<file path="config.mk">
export PLATFORM = sky130hd
export DESIGN_NAME = round_robin_task_scheduler_mutex_unit
export DESIGN_NICKNAME = d
export VERILOG_FILES = /design/src/sv/rrts_pkg.sv /design/src/sv/rrts_ctrl.sv /design/src/sv/rrts_dp.sv /design/src/sv/round_robin_task_scheduler_mutex_unit.sv
export SDC_FILE = /design/constraint.sdc
export NUM_CORES = 1
export LEC_CHECK = 0
export BUFFER_PORTS_ARGS = -buffer_cell sky130_fd_sc_hd__clkbuf_2
export CORE_MARGIN = 2
export CORE_UTILIZATION = 39
export DETAILED_ROUTE_END_ITERATION = 10
export GPL_TIMING_DRIVEN = 0
export SKIP_LAST_GASP = 1
export SLEW_MARGIN = 20
export SYNTH_ARGS = -nofsm -noshare
export SYNTH_HDL_FRONTEND = slang
export SYNTH_SLANG_ARGS = --single-unit
</file>
<file path="constraint.sdc">
create_clock -name clk_i -period 3.2 [get_ports clk_i]
set_input_delay 0.48 -clock clk_i [delete_from_list [all_inputs] [get_ports clk_i]]
set_output_delay 0.48 -clock clk_i [all_outputs]
set_load 0.1 [all_outputs]
</file>
<file path="src/sv/rrts_pkg.sv">
// Package for the round-robin task scheduler with mutexes.
// Holds field widths, event, status and slot-state codes, and the
// controller/datapath command and status structs. No dependencies.
`default_nettype none

package rrts_pkg;

  // Default sizes, handed to the top-level parameters.
  localparam int TASK_SLOTS_DEF  = 16;
  localparam int MUTEX_COUNT_DEF = 4;

  // Fixed field widths of the word on each channel.
  localparam int MODE_W   = 3;
  localparam int TASK_W   = 4;
  localparam int MUTEX_W  = 2;
  localparam int STATUS_W = 3;
  localparam int SLOT_W   = 3;

  // Event codes.
  localparam logic [MODE_W-1:0] MODE_TICK    = 3'd0;
  localparam logic [MODE_W-1:0] MODE_CREATE  = 3'd1;
  localparam logic [MODE_W-1:0] MODE_EXIT    = 3'd2;
  localparam logic [MODE_W-1:0] MODE_LOCK    = 3'd3;
  localparam logic [MODE_W-1:0] MODE_TRYLOCK = 3'd4;
  localparam logic [MODE_W-1:0] MODE_UNLOCK  = 3'd5;
  localparam logic [MODE_W-1:0] MODE_JOIN    = 3'd6;
  localparam logic [MODE_W-1:0] MODE_NONE    = 3'd7;

  // Status codes reported with each result word.
  localparam logic [STATUS_W-1:0] STATUS_OK          = 3'd0;
  localparam logic [STATUS_W-1:0] STATUS_NO_FREE     = 3'd1;
  localparam logic [STATUS_W-1:0] STATUS_NOT_OWNER   = 3'd2;
  localparam logic [STATUS_W-1:0] STATUS_MAIN_EXIT   = 3'd3;
  localparam logic [STATUS_W-1:0] STATUS_NO_RUNNABLE = 3'd4;

  // Task slot states.
  localparam logic [SLOT_W-1:0] SLOT_UNUSED  = 3'd0;
  localparam logic [SLOT_W-1:0] SLOT_READY   = 3'd1;
  localparam logic [SLOT_W-1:0] SLOT_RUNNING = 3'd2;
  localparam logic [SLOT_W-1:0] SLOT_BLOCKED = 3'd3;
  localparam logic [SLOT_W-1:0] SLOT_ZOMBIE  = 3'd4;

  // Commands from the controller to the datapath; at most one per cycle.
  typedef struct packed {
    logic capture;   // latch the input word and clear the result fields
    logic exec;      // apply the event to the scheduler state
    logic scan;      // examine one slot of the round-robin search
    logic load_out;  // move the result into the output register
  } rrts_cmd_t;

  // Status from the datapath back to the controller.
  typedef struct packed {
    logic search_req;  // the event just applied needs a search
    logic scan_end;    // the slot examined ends the search
  } rrts_sts_t;

endpackage

`default_nettype wire

</file>
<file path="src/sv/rrts_ctrl.sv">
// Controller state machine of the task scheduler.
// Sequences capture, execute, slot scan and result load; uses rrts_pkg.
`default_nettype none

module rrts_ctrl import rrts_pkg::*; (
  input  wire        clk_i,
  input  wire        rst_ni,
  input  wire        in_valid_i,
  output logic       in_ready_o,
  output logic       out_valid_o,
  input  wire        out_ready_i,
  input  rrts_sts_t  sts_i,
  output rrts_cmd_t  cmd_o
);

  localparam logic [1:0] S_IDLE   = 2'd0;
  localparam logic [1:0] S_EXEC   = 2'd1;
  localparam logic [1:0] S_SCAN   = 2'd2;
  localparam logic [1:0] S_RESULT = 2'd3;

  logic [1:0] state_q, state_d;
  logic       out_valid_q, out_valid_d;

  assign in_ready_o  = (state_q == S_IDLE);
  assign out_valid_o = out_valid_q;

  // Next-state and command decode.
  always_comb begin
    state_d     = state_q;
    out_valid_d = out_valid_q;
    cmd_o       = '0;
    if (out_valid_q && out_ready_i) begin
      out_valid_d = 1'b0;
    end
    case (state_q)
      S_IDLE: begin
        if (in_valid_i) begin
          cmd_o.capture = 1'b1;
          state_d       = S_EXEC;
        end
      end
      S_EXEC: begin
        cmd_o.exec = 1'b1;
        state_d    = sts_i.search_req ? S_SCAN : S_RESULT;
      end
      S_SCAN: begin
        cmd_o.scan = 1'b1;
        if (sts_i.scan_end) begin
          state_d = S_RESULT;
        end
      end
      S_RESULT: begin
        // Wait until the output register is free or being emptied.
        if (!out_valid_q || out_ready_i) begin
          cmd_o.load_out = 1'b1;
          out_valid_d    = 1'b1;
          state_d        = S_IDLE;
        end
      end
      default: begin
        state_d = S_IDLE;
      end
    endcase
  end

  // Control registers.
  always_ff @(posedge clk_i or negedge rst_ni) begin
    if (!rst_ni) begin
      state_q     <= S_IDLE;
      out_valid_q <= 1'b0;
    end else begin
      state_q     <= state_d;
      out_valid_q <= out_valid_d;
    end
  end

endmodule

`default_nettype wire

</file>
<file path="src/sv/rrts_dp.sv">
// Datapath of the task scheduler: slot states, mutex tables, search
// pointer and the output register. Driven by rrts_ctrl; uses rrts_pkg.
`default_nettype none

module rrts_dp import rrts_pkg::*; #(
  parameter int TASK_SLOTS  = TASK_SLOTS_DEF,
  parameter int MUTEX_COUNT = MUTEX_COUNT_DEF
) (
  input  wire                 clk_i,
  input  wire                 rst_ni,
  input  rrts_cmd_t           cmd_i,
  output rrts_sts_t           sts_o,
  input  wire  [MODE_W-1:0]   mode_i,
  input  wire  [TASK_W-1:0]   target_task_i,
  input  wire  [MUTEX_W-1:0]  mutex_index_i,
  output logic [TASK_W-1:0]   running_task_o,
  output logic [TASK_W-1:0]   previous_task_o,
  output logic                switched_o,
  output logic                granted_o,
  output logic [TASK_W-1:0]   created_task_o,
  output logic [STATUS_W-1:0] status_o
);

  localparam int SW  = $clog2(TASK_SLOTS);
  localparam int NFW = $clog2(TASK_SLOTS + 1);
  localparam int MW  = (MUTEX_COUNT > 1) ? $clog2(MUTEX_COUNT) : 1;

  localparam logic [SW-1:0]  LastSlot  = SW'(TASK_SLOTS - 1);
  localparam logic [NFW-1:0] SlotLimit = NFW'(TASK_SLOTS);

  // Scheduler state.
  logic [SLOT_W-1:0]     slot_state_q [TASK_SLOTS];
  logic [SLOT_W-1:0]     slot_state_d [TASK_SLOTS];
  logic [SW-1:0]         current_q, current_d;
  logic [NFW-1:0]        next_free_q, next_free_d;
  logic                  lock_held_q [MUTEX_COUNT];
  logic                  lock_held_d [MUTEX_COUNT];
  logic [SW-1:0]         lock_owner_q [MUTEX_COUNT];
  logic [SW-1:0]         lock_owner_d [MUTEX_COUNT];
  logic [TASK_SLOTS-1:0] lock_waiters_q [MUTEX_COUNT];
  logic [TASK_SLOTS-1:0] lock_waiters_d [MUTEX_COUNT];

  // Event in progress.
  logic [MODE_W-1:0]   mode_q;
  logic [TASK_W-1:0]   target_q;
  logic [MUTEX_W-1:0]  mutex_q;
  logic [SW-1:0]       prev_q, prev_d;
  logic                granted_q, granted_d;
  logic [SW-1:0]       created_q, created_d;
  logic [STATUS_W-1:0] status_q, status_d;
  logic [SW-1:0]       ptr_q, ptr_d;
  logic [SW-1:0]       cnt_q, cnt_d;

  // Output register.
  logic [TASK_W-1:0]   running_task_q, previous_task_q, created_task_q;
  logic                switched_q, granted_out_q;
  logic [STATUS_W-1:0] status_out_q;

  // Decode helpers.
  logic [MODE_W-1:0] eff_mode;
  logic [SW-1:0]     cur_next;
  logic [SW-1:0]     ptr_next;
  logic [SW-1:0]     tgt_idx;
  logic              tgt_ok;
  logic [MW-1:0]     mi;
  logic              mi_ok;
  logic [SW-1:0]     nf_idx;
  logic [MW-1:0]     wait_m;
  logic              wait_any;
  logic              found;

  assign cur_next = (current_q == LastSlot) ? '0 : current_q + 1'b1;
  assign ptr_next = (ptr_q == LastSlot) ? '0 : ptr_q + 1'b1;
  assign tgt_idx  = SW'(target_q);
  assign tgt_ok   = int'(target_q) < TASK_SLOTS;
  assign mi       = MW'(mutex_q);
  assign mi_ok    = int'(mutex_q) < MUTEX_COUNT;
  assign nf_idx   = next_free_q[SW-1:0];

  // A current slot that is not running turns exit through join into a
  // tick; a mutex beyond the table makes a mutex event a no-op.
  always_comb begin
    eff_mode = mode_q;
    if ((mode_q inside {[MODE_EXIT:MODE_JOIN]}) &&
        (slot_state_q[current_q] != SLOT_RUNNING)) begin
      eff_mode = MODE_TICK;
    end else if ((mode_q inside {[MODE_LOCK:MODE_UNLOCK]}) && !mi_ok) begin
      eff_mode = MODE_NONE;
    end
  end

  // Lowest mutex that the scanned slot waits on.
  always_comb begin
    wait_m   = '0;
    wait_any = 1'b0;
    for (int m = MUTEX_COUNT - 1; m >= 0; m--) begin
      if (lock_waiters_q[m][ptr_q]) begin
        wait_m   = MW'(m);
        wait_any = 1'b1;
      end
    end
  end

  // Event execution and one search step per cycle.
  always_comb begin
    slot_state_d   = slot_state_q;
    current_d      = current_q;
    next_free_d    = next_free_q;
    lock_held_d    = lock_held_q;
    lock_owner_d   = lock_owner_q;
    lock_waiters_d = lock_waiters_q;
    prev_d         = prev_q;
    granted_d      = granted_q;
    created_d      = created_q;
    status_d       = status_q;
    ptr_d          = ptr_q;
    cnt_d          = cnt_q;
    sts_o          = '0;
    found          = 1'b0;

    if (cmd_i.capture) begin
      prev_d    = current_q;
      granted_d = 1'b0;
      created_d = '0;
      status_d  = STATUS_OK;
    end else if (cmd_i.exec) begin
      ptr_d = cur_next;
      cnt_d = '0;
      case (eff_mode)
        MODE_TICK: begin
          sts_o.search_req = 1'b1;
        end
        MODE_CREATE: begin
          if (next_free_q >= SlotLimit) begin
            status_d = STATUS_NO_FREE;
          end else begin
            created_d              = nf_idx;
            slot_state_d[nf_idx]   = SLOT_READY;
            next_free_d            = next_free_q + 1'b1;
            sts_o.search_req       = 1'b1;
          end
        end
        MODE_EXIT: begin
          if (current_q == '0) begin
            status_d = STATUS_MAIN_EXIT;
          end else begin
            slot_state_d[current_q] = SLOT_ZOMBIE;
            ptr_d                   = '0;
            sts_o.search_req        = 1'b1;
          end
        end
        MODE_LOCK: begin
          if (!lock_held_q[mi]) begin
            lock_held_d[mi]  = 1'b1;
            lock_owner_d[mi] = current_q;
            granted_d        = 1'b1;
          end else begin
            lock_waiters_d[mi][current_q] = 1'b1;
            slot_state_d[current_q]       = SLOT_BLOCKED;
            sts_o.search_req              = 1'b1;
          end
        end
        MODE_TRYLOCK: begin
          if (!lock_held_q[mi]) begin
            lock_held_d[mi]  = 1'b1;
            lock_owner_d[mi] = current_q;
            granted_d        = 1'b1;
          end
        end
        MODE_UNLOCK: begin
          if (lock_held_q[mi] && (lock_owner_q[mi] == current_q)) begin
            lock_held_d[mi] = 1'b0;
            // Every blocked or ready waiter becomes ready; it retries later.
            for (int s = 0; s < TASK_SLOTS; s++) begin
              if (lock_waiters_q[mi][s] &&
                  ((slot_state_q[s] == SLOT_BLOCKED) ||
                   (slot_state_q[s] == SLOT_READY))) begin
                slot_state_d[s] = SLOT_READY;
              end
            end
          end else begin
            status_d = STATUS_NOT_OWNER;
          end
        end
        MODE_JOIN: begin
          if (tgt_ok && (slot_state_q[tgt_idx] == SLOT_ZOMBIE)) begin
            granted_d = 1'b1;
          end else begin
            sts_o.search_req = 1'b1;
          end
        end
        default: begin
        end
      endcase
    end else if (cmd_i.scan) begin
      // A ready waiter takes its mutex if free, else it blocks again.
      if (slot_state_q[ptr_q] == SLOT_RUNNING) begin
        found = 1'b1;
      end else if (slot_state_q[ptr_q] == SLOT_READY) begin
        if (!wait_any) begin
          found = 1'b1;
        end else if (!lock_held_q[wait_m]) begin
          lock_held_d[wait_m]           = 1'b1;
          lock_owner_d[wait_m]          = ptr_q;
          lock_waiters_d[wait_m][ptr_q] = 1'b0;
          found                         = 1'b1;
        end else begin
          slot_state_d[ptr_q] = SLOT_BLOCKED;
        end
      end
      // Switch over: the old running slot becomes ready, the found one runs.
      if (found) begin
        if (slot_state_q[current_q] == SLOT_RUNNING) begin
          slot_state_d[current_q] = SLOT_READY;
        end
        slot_state_d[ptr_q] = SLOT_RUNNING;
        current_d           = ptr_q;
      end else if (cnt_q == LastSlot) begin
        status_d = STATUS_NO_RUNNABLE;
      end
      sts_o.scan_end = found || (cnt_q == LastSlot);
      ptr_d          = ptr_next;
      cnt_d          = cnt_q + 1'b1;
    end
  end

  // Scheduler state registers.
  always_ff @(posedge clk_i or negedge rst_ni) begin
    if (!rst_ni) begin
      for (int s = 0; s < TASK_SLOTS; s++) begin
        slot_state_q[s] <= (s == 0) ? SLOT_RUNNING : SLOT_UNUSED;
      end
      for (int m = 0; m < MUTEX_COUNT; m++) begin
        lock_held_q[m]    <= 1'b0;
        lock_owner_q[m]   <= '0;
        lock_waiters_q[m] <= '0;
      end
      current_q   <= '0;
      next_free_q <= NFW'(1);
    end else begin
      slot_state_q   <= slot_state_d;
      lock_held_q    <= lock_held_d;
      lock_owner_q   <= lock_owner_d;
      lock_waiters_q <= lock_waiters_d;
      current_q      <= current_d;
      next_free_q    <= next_free_d;
    end
  end

  // Event and search working registers.
  always_ff @(posedge clk_i) begin
    if (cmd_i.capture) begin
      mode_q   <= mode_i;
      target_q <= target_task_i;
      mutex_q  <= mutex_index_i;
    end
    prev_q    <= prev_d;
    granted_q <= granted_d;
    created_q <= created_d;
    status_q  <= status_d;
    ptr_q     <= ptr_d;
    cnt_q     <= cnt_d;
  end

  // Output register, loaded once the result word is complete.
  always_ff @(posedge clk_i) begin
    if (cmd_i.load_out) begin
      running_task_q  <= TASK_W'(current_q);
      previous_task_q <= TASK_W'(prev_q);
      switched_q      <= (current_q != prev_q);
      granted_out_q   <= granted_q;
      created_task_q  <= TASK_W'(created_q);
      status_out_q    <= status_q;
    end
  end

  assign running_task_o  = running_task_q;
  assign previous_task_o = previous_task_q;
  assign switched_o      = switched_q;
  assign granted_o       = granted_out_q;
  assign created_task_o  = created_task_q;
  assign status_o        = status_out_q;

endmodule

`default_nettype wire

</file>
<file path="src/sv/round_robin_task_scheduler_mutex_unit.sv">
// Top level of the round-robin task scheduler with mutexes.
// Joins rrts_ctrl and rrts_dp; uses rrts_pkg.
`default_nettype none

// A hardware thread scheduler: one event word in (tick, create, exit, lock,
// trylock, unlock, join), one result word out giving the running slot, the
// previous slot, whether a switch took place, grant, created slot and a
// status code. Events are handled one at a time. An event that does not
// reschedule is captured, executed and loaded into the output register;
// an event that reschedules also runs the round-robin search in between,
// which examines up to TASK_SLOTS slots, one slot per cycle. The result
// sits in an output register, so the next word is accepted in the cycle
// after the result is loaded, even while the result still waits for the
// consumer. There is no clearing pass after reset: the block is ready in
// the first cycle.
module round_robin_task_scheduler_mutex_unit import rrts_pkg::*; #(
  parameter int TASK_SLOTS  = TASK_SLOTS_DEF,
  parameter int MUTEX_COUNT = MUTEX_COUNT_DEF
) (
  input  wire                 clk_i,
  input  wire                 rst_ni,
  input  wire                 in_valid_i,
  output logic                in_ready_o,
  input  wire  [MODE_W-1:0]   mode_i,
  input  wire  [TASK_W-1:0]   target_task_i,
  input  wire  [MUTEX_W-1:0]  mutex_index_i,
  output logic                out_valid_o,
  input  wire                 out_ready_i,
  output logic [TASK_W-1:0]   running_task_o,
  output logic [TASK_W-1:0]   previous_task_o,
  output logic                switched_o,
  output logic                granted_o,
  output logic [TASK_W-1:0]   created_task_o,
  output logic [STATUS_W-1:0] status_o
);

  rrts_cmd_t cmd;
  rrts_sts_t sts;

  rrts_ctrl u_ctrl (
    .clk_i       (clk_i),
    .rst_ni      (rst_ni),
    .in_valid_i  (in_valid_i),
    .in_ready_o  (in_ready_o),
    .out_valid_o (out_valid_o),
    .out_ready_i (out_ready_i),
    .sts_i       (sts),
    .cmd_o       (cmd)
  );

  rrts_dp #(
    .TASK_SLOTS  (TASK_SLOTS),
    .MUTEX_COUNT (MUTEX_COUNT)
  ) u_dp (
    .clk_i           (clk_i),
    .rst_ni          (rst_ni),
    .cmd_i           (cmd),
    .sts_o           (sts),
    .mode_i          (mode_i),
    .target_task_i   (target_task_i),
    .mutex_index_i   (mutex_index_i),
    .running_task_o  (running_task_o),
    .previous_task_o (previous_task_o),
    .switched_o      (switched_o),
    .granted_o       (granted_o),
    .created_task_o  (created_task_o),
    .status_o        (status_o)
  );

  // An accepted word is executed in the very next cycle.
  assert property (@(posedge clk_i) disable iff (!rst_ni)
    (in_valid_i && in_ready_o) |=> cmd.exec)
    else $error("accepted word was not executed");

  // The controller issues at most one command per cycle.
  assert property (@(posedge clk_i) disable iff (!rst_ni)
    $onehot0({cmd.capture, cmd.exec, cmd.scan, cmd.load_out}))
    else $error("more than one datapath command");

  // A switch only comes from a successful search.
  assert property (@(posedge clk_i) disable iff (!rst_ni)
    (out_valid_o && switched_o) |-> (status_o == STATUS_OK))
    else $error("switch reported with a failure status");

  // A grant never comes with a switch.
  assert property (@(posedge clk_i) disable iff (!rst_ni)
    (out_valid_o && granted_o) |-> !switched_o)
    else $error("grant reported together with a switch");

endmodule

`default_nettype wire

</file>
==> results.json <==
{
  "p_int_mw": 8.97,
  "syn_area_per_cell_sq_um": 9.48,
  "outcome": "finished with violations",
  "drive_above_1_share": 0.327,
  "place_area_sq_mm": 0.0136,
  "crit_fanout": 10,
  "yosys_warnings": 0,
  "r2r_slack_ns": -0.33,
  "seqPwrFrac": 0.202,
  "p_clk_frac": 0.113,
  "port-buffer-count": 31,
  "grt_usage": 0.345,
  "relSlewSlack": 0.362,
  "antenna_found_initial": 1,
  "grt_pass1_vias": 12664,
  "slew_viol_final": 0,
  "yosysSeqAreaShare": 0.384,
  "cts_buffer_depth": 2,
  "syn_inst": 1348,
  "yosysTopAreaCellShare": 0.278,
  "tns_ns": -17.06,
  "synth_edf_count": 38,
  "viasPerCell": 6.82,
  "dieArea_sq_mm": 0.0342,
  "switchingPower_mw": 10.2,
  "grt_max_degree": 82,
  "violations": "negative setup slack",
  "grt_setup_unrepaired": "yes",
  "insertion_delay_ns": 0.46,
  "crit_required_ns": 3.54,
  "die_width_um": 185,
  "io-pin-count": 32,
  "drt-pass1-iter-count": 6,
  "dp_slack_ns": -1.82,
  "reg2reg_to": "u_dp.slot_state_q[2]$_DFFE_PN0P_",
  "ys_ff_latch": 190,
  "via_count": 13177,
  "hold_viol": 0,
  "synth_cell_type_count": 92,
  "crit_type": "reg2reg",
  "period_share": 1.10,
  "cts_root_buf": "clkbuf_16",
  "rows": 66,
  "final-setup-viol-count": 110,
  "multi_input_area_sq_mm": 0.00835,
  "ctsHoldBuffers": 0,
  "tightestPinTransition_ns": 0.958,
  "wl_um": 58700,
  "synth_nets": 1378,
  "netlist_area_sq_mm": 0.0128,
  "syn2layout_area_growth_pct": 29.0,
  "antenna_cells": 0,
  "post-route-worst-setup-slack_ns": -0.332,
  "place_congestion": 1.01,
  "path_clk_slew_ns": 0.08,
  "synthFlopType": "dfrtp_1",
  "coreArea_sq_mm": 0.0324,
  "fin_worst_skew_ns": 0.0127,
  "antenna_left": 0,
  "fillers": 2998,
  "cts_tree": "yes",
  "clock-sinks": 190,
  "seqCellArea_sq_mm": 0.00491,
  "netSwitchingFraction": 0.532,
  "async_flop_share": 0.758,
  "worstPathArrival_ns": 3.88,
  "gr-total-overflow": 0,
  "fin_area_sq_mm": 0.0165,
  "fin_total_pwr_mw": 19.2,
  "yosys-top-cells-area": "dfrtp_1 (28%), edfxtp_1 (8.9%), mux4_2 (7.9%)",
  "max_freq_ghz": 0.283,
  "hold_slack_ns": 0.0720,
  "drtIter0Drc": 1947,
  "die_y_um": 185,
  "finalCriticalPeriod_ns": 3.53,
  "hpwlAfterDp_um": 40700,
  "r2r_start": "u_dp.ptr_q[2]$_DFFE_PP_",
  "peakVddDrop_mv": 0.512,
  "yosysTopAreaCell": "dfrtp_1",
  "startpoint_type": "register",
  "drc_errors": 0,
  "critical_path.endpoint_type": "register",
  "r2r_cells": 12,
  "wl_per_cell_um": 30.4,
  "hold_path_class": "in2async",
  "cts_buffers": 17,
  "max-cap-violations": 0,
  "htreeDepth": 4,
  "fin_nets": 1508,
  "power.density_mw_per_mm2": 1160,
  "grt_pass1_wl_um": 84900,
  "p_comb_frac": 0.685,
  "initial_core_util": 0.395,
  "cellLeakagePower_nw": 6.41
}
==> worst max path at each step <==
stage / startpoint / end / slack [ns] / cells after the start
6_report: u_dp.ptr_q[2]$_DFFE_PP_ / u_dp.slot_state_q[2]$_DFFE_PN0P_ / -0.33 / 12
4_1_cts: u_dp.ptr_q[0]$_DFFE_PP_ / u_dp.slot_state_q[2]$_DFFE_PN0P_ / -0.26 / 13
2_1_floorplan: u_dp.ptr_q[0]$_DFFE_PP_ / u_dp.lock_owner_q[12]$_DFFE_PN0P_ / -0.05 / 9
5_1_grt: u_dp.ptr_q[0]$_DFFE_PP_ / u_dp.slot_state_q[5]$_DFFE_PN0P_ / -0.36 / 15
3_5_place_dp: u_dp.current_q[1]$_DFFE_PN0P_ / u_dp.slot_state_q[13]$_DFFE_PN0P_ / -1.82 / 12
3_3_place_gp: u_dp.ptr_q[1]$_DFFE_PP_ / u_dp.slot_state_q[11]$_DFFE_PN0P_ / -1.85 / 11
==> area by class of cell <==
class	instances	area share
plain buffers	106	0.0479
clock buffers	18	0.0273
clock inverters	14	0.00737
inverters	38	0.00889
multi-input cells	1003	0.507
flip-flops and latches	190	0.298
well taps	442	0.0336
repair buffers	122	0.0702
==> stage by stage <==
step	utilization	instances
final	0.509	1933
after global routing	0.509	1933
after CTS	0.489	1918
after detailed placement	0.419	1823
after global placement	0.418	1821
after floorplan	-	1348
==> what timing repair did <==
item	4_1_cts	5_1_grt
pin swaps	65	57
setup endpoints to repair	154	151
gates cloned	10	1
setup buffers	63	23
gates resized for setup	291	167
==> registers in the layout, indices dropped and copies added, names as in the netlist, 4 cells and up, named ones only <==
| name | count |
|---|---|
| u_dp.previous_task_o | 4 |
| u_dp.current_q | 4 |
| u_dp.target_q | 4 |
| u_dp.next_free_q | 5 |
| u_dp.cnt_q | 4 |
| u_dp.created_task_o | 4 |
| u_dp.ptr_q | 4 |
| u_dp.slot_state_q | 48 |
| u_dp.created_q | 4 |
| u_dp.prev_q | 4 |
| u_dp.lock_waiters_q | 64 |
| u_dp.lock_owner_q | 16 |
| u_dp.running_task_o | 4 |
==> cells by family after synthesis <==
| family | after synthesis | synth area share |
|---|---|---|
| and+or+nand+nor | 402 | 0.161 |
| xor gates and xnor gates | 15 | 0.0103 |
| DFF | 190 | 0.384 |
| adders and majority gates | 17 | 0.0167 |
| muxes | 79 | 0.115 |
| AOI/OAI and AO/OA | 490 | 0.262 |
| buffers and inverters | 155 | 0.0513 |
==> per-layer routing <==
| layer | part of all wire | track usage | routed length [um] | vias up |
|---|---|---|---|---|
| met5 | 0 | 0 | 0 | - |
| met4 | 0.065 | 0.189 | 3820 | 0 |
| met3 | 0.12 | 0.0979 | 7040 | 250 |
| met2 | 0.43 | 0.508 | 25200 | 978 |
| met1 | 0.39 | 0.456 | 22700 | 6520 |
| li1 | - | - | - | 5429 |
==> Yosys cell counts (11+ instances only) <==
cell,instances
o21ai_0,83
dfrtp_1,142
o21ai_1,13
a32oi_1,12
a21oi_1,145
inv_1,37
nor2b_1,18
nand2_1,102
o32ai_1,11
nand2b_1,14
nand3_1,37
mux4_2,45
a211oi_1,11
a22o_1,29
xnor2_1,13
nor2_1,96
edfxtp_1,38
buf_2,19
nor3_1,18
a22oi_1,23
and3_1,19
ha_1,17
clkbuf_1,84
a31oi_1,22
mux2_2,17
and2_1,35
o211ai_1,11
mux2i_1,11
==> power by group through the flow <==
stage               clock [mW]  combinational [mW]  sequential (mW)
detailed placement           0                9.54             3.82
global route              2.29                13.5             3.91
finish                    2.17                13.1             3.87
floorplan                    0                5.87             4.09
global placement             0                9.49             3.81
CTS                       2.18                11.7             3.79
==> worst max-delay path, cell delays in order, from the launching register on <==
cell and delay, ns:
edfxtp_1 0.50, clkbuf_4 0.29, nor2b_1 0.21, clkbuf_2 0.31, a22oi_2 0.33, nand2_2 0.14, or3b_4 0.44, a311oi_4 0.31
buf_6 0.19, buf_12 0.15, a22oi_2 0.10, o2111a_1 0.15, a221o_1 0.26
==> cell usage in the layout, fill, tap and decap left out, types with 41 or more instances in the layout <==
cell and instances:
dfrtp_1 140, nand2_1 96, a21oi_1 90, nor2_1 88, buf_4 52, a21oi_2 51, mux4_2 48, clkbuf_2 48
o21ai_1 47, clkbuf_1 41
(Power assumes the default switching activity.)
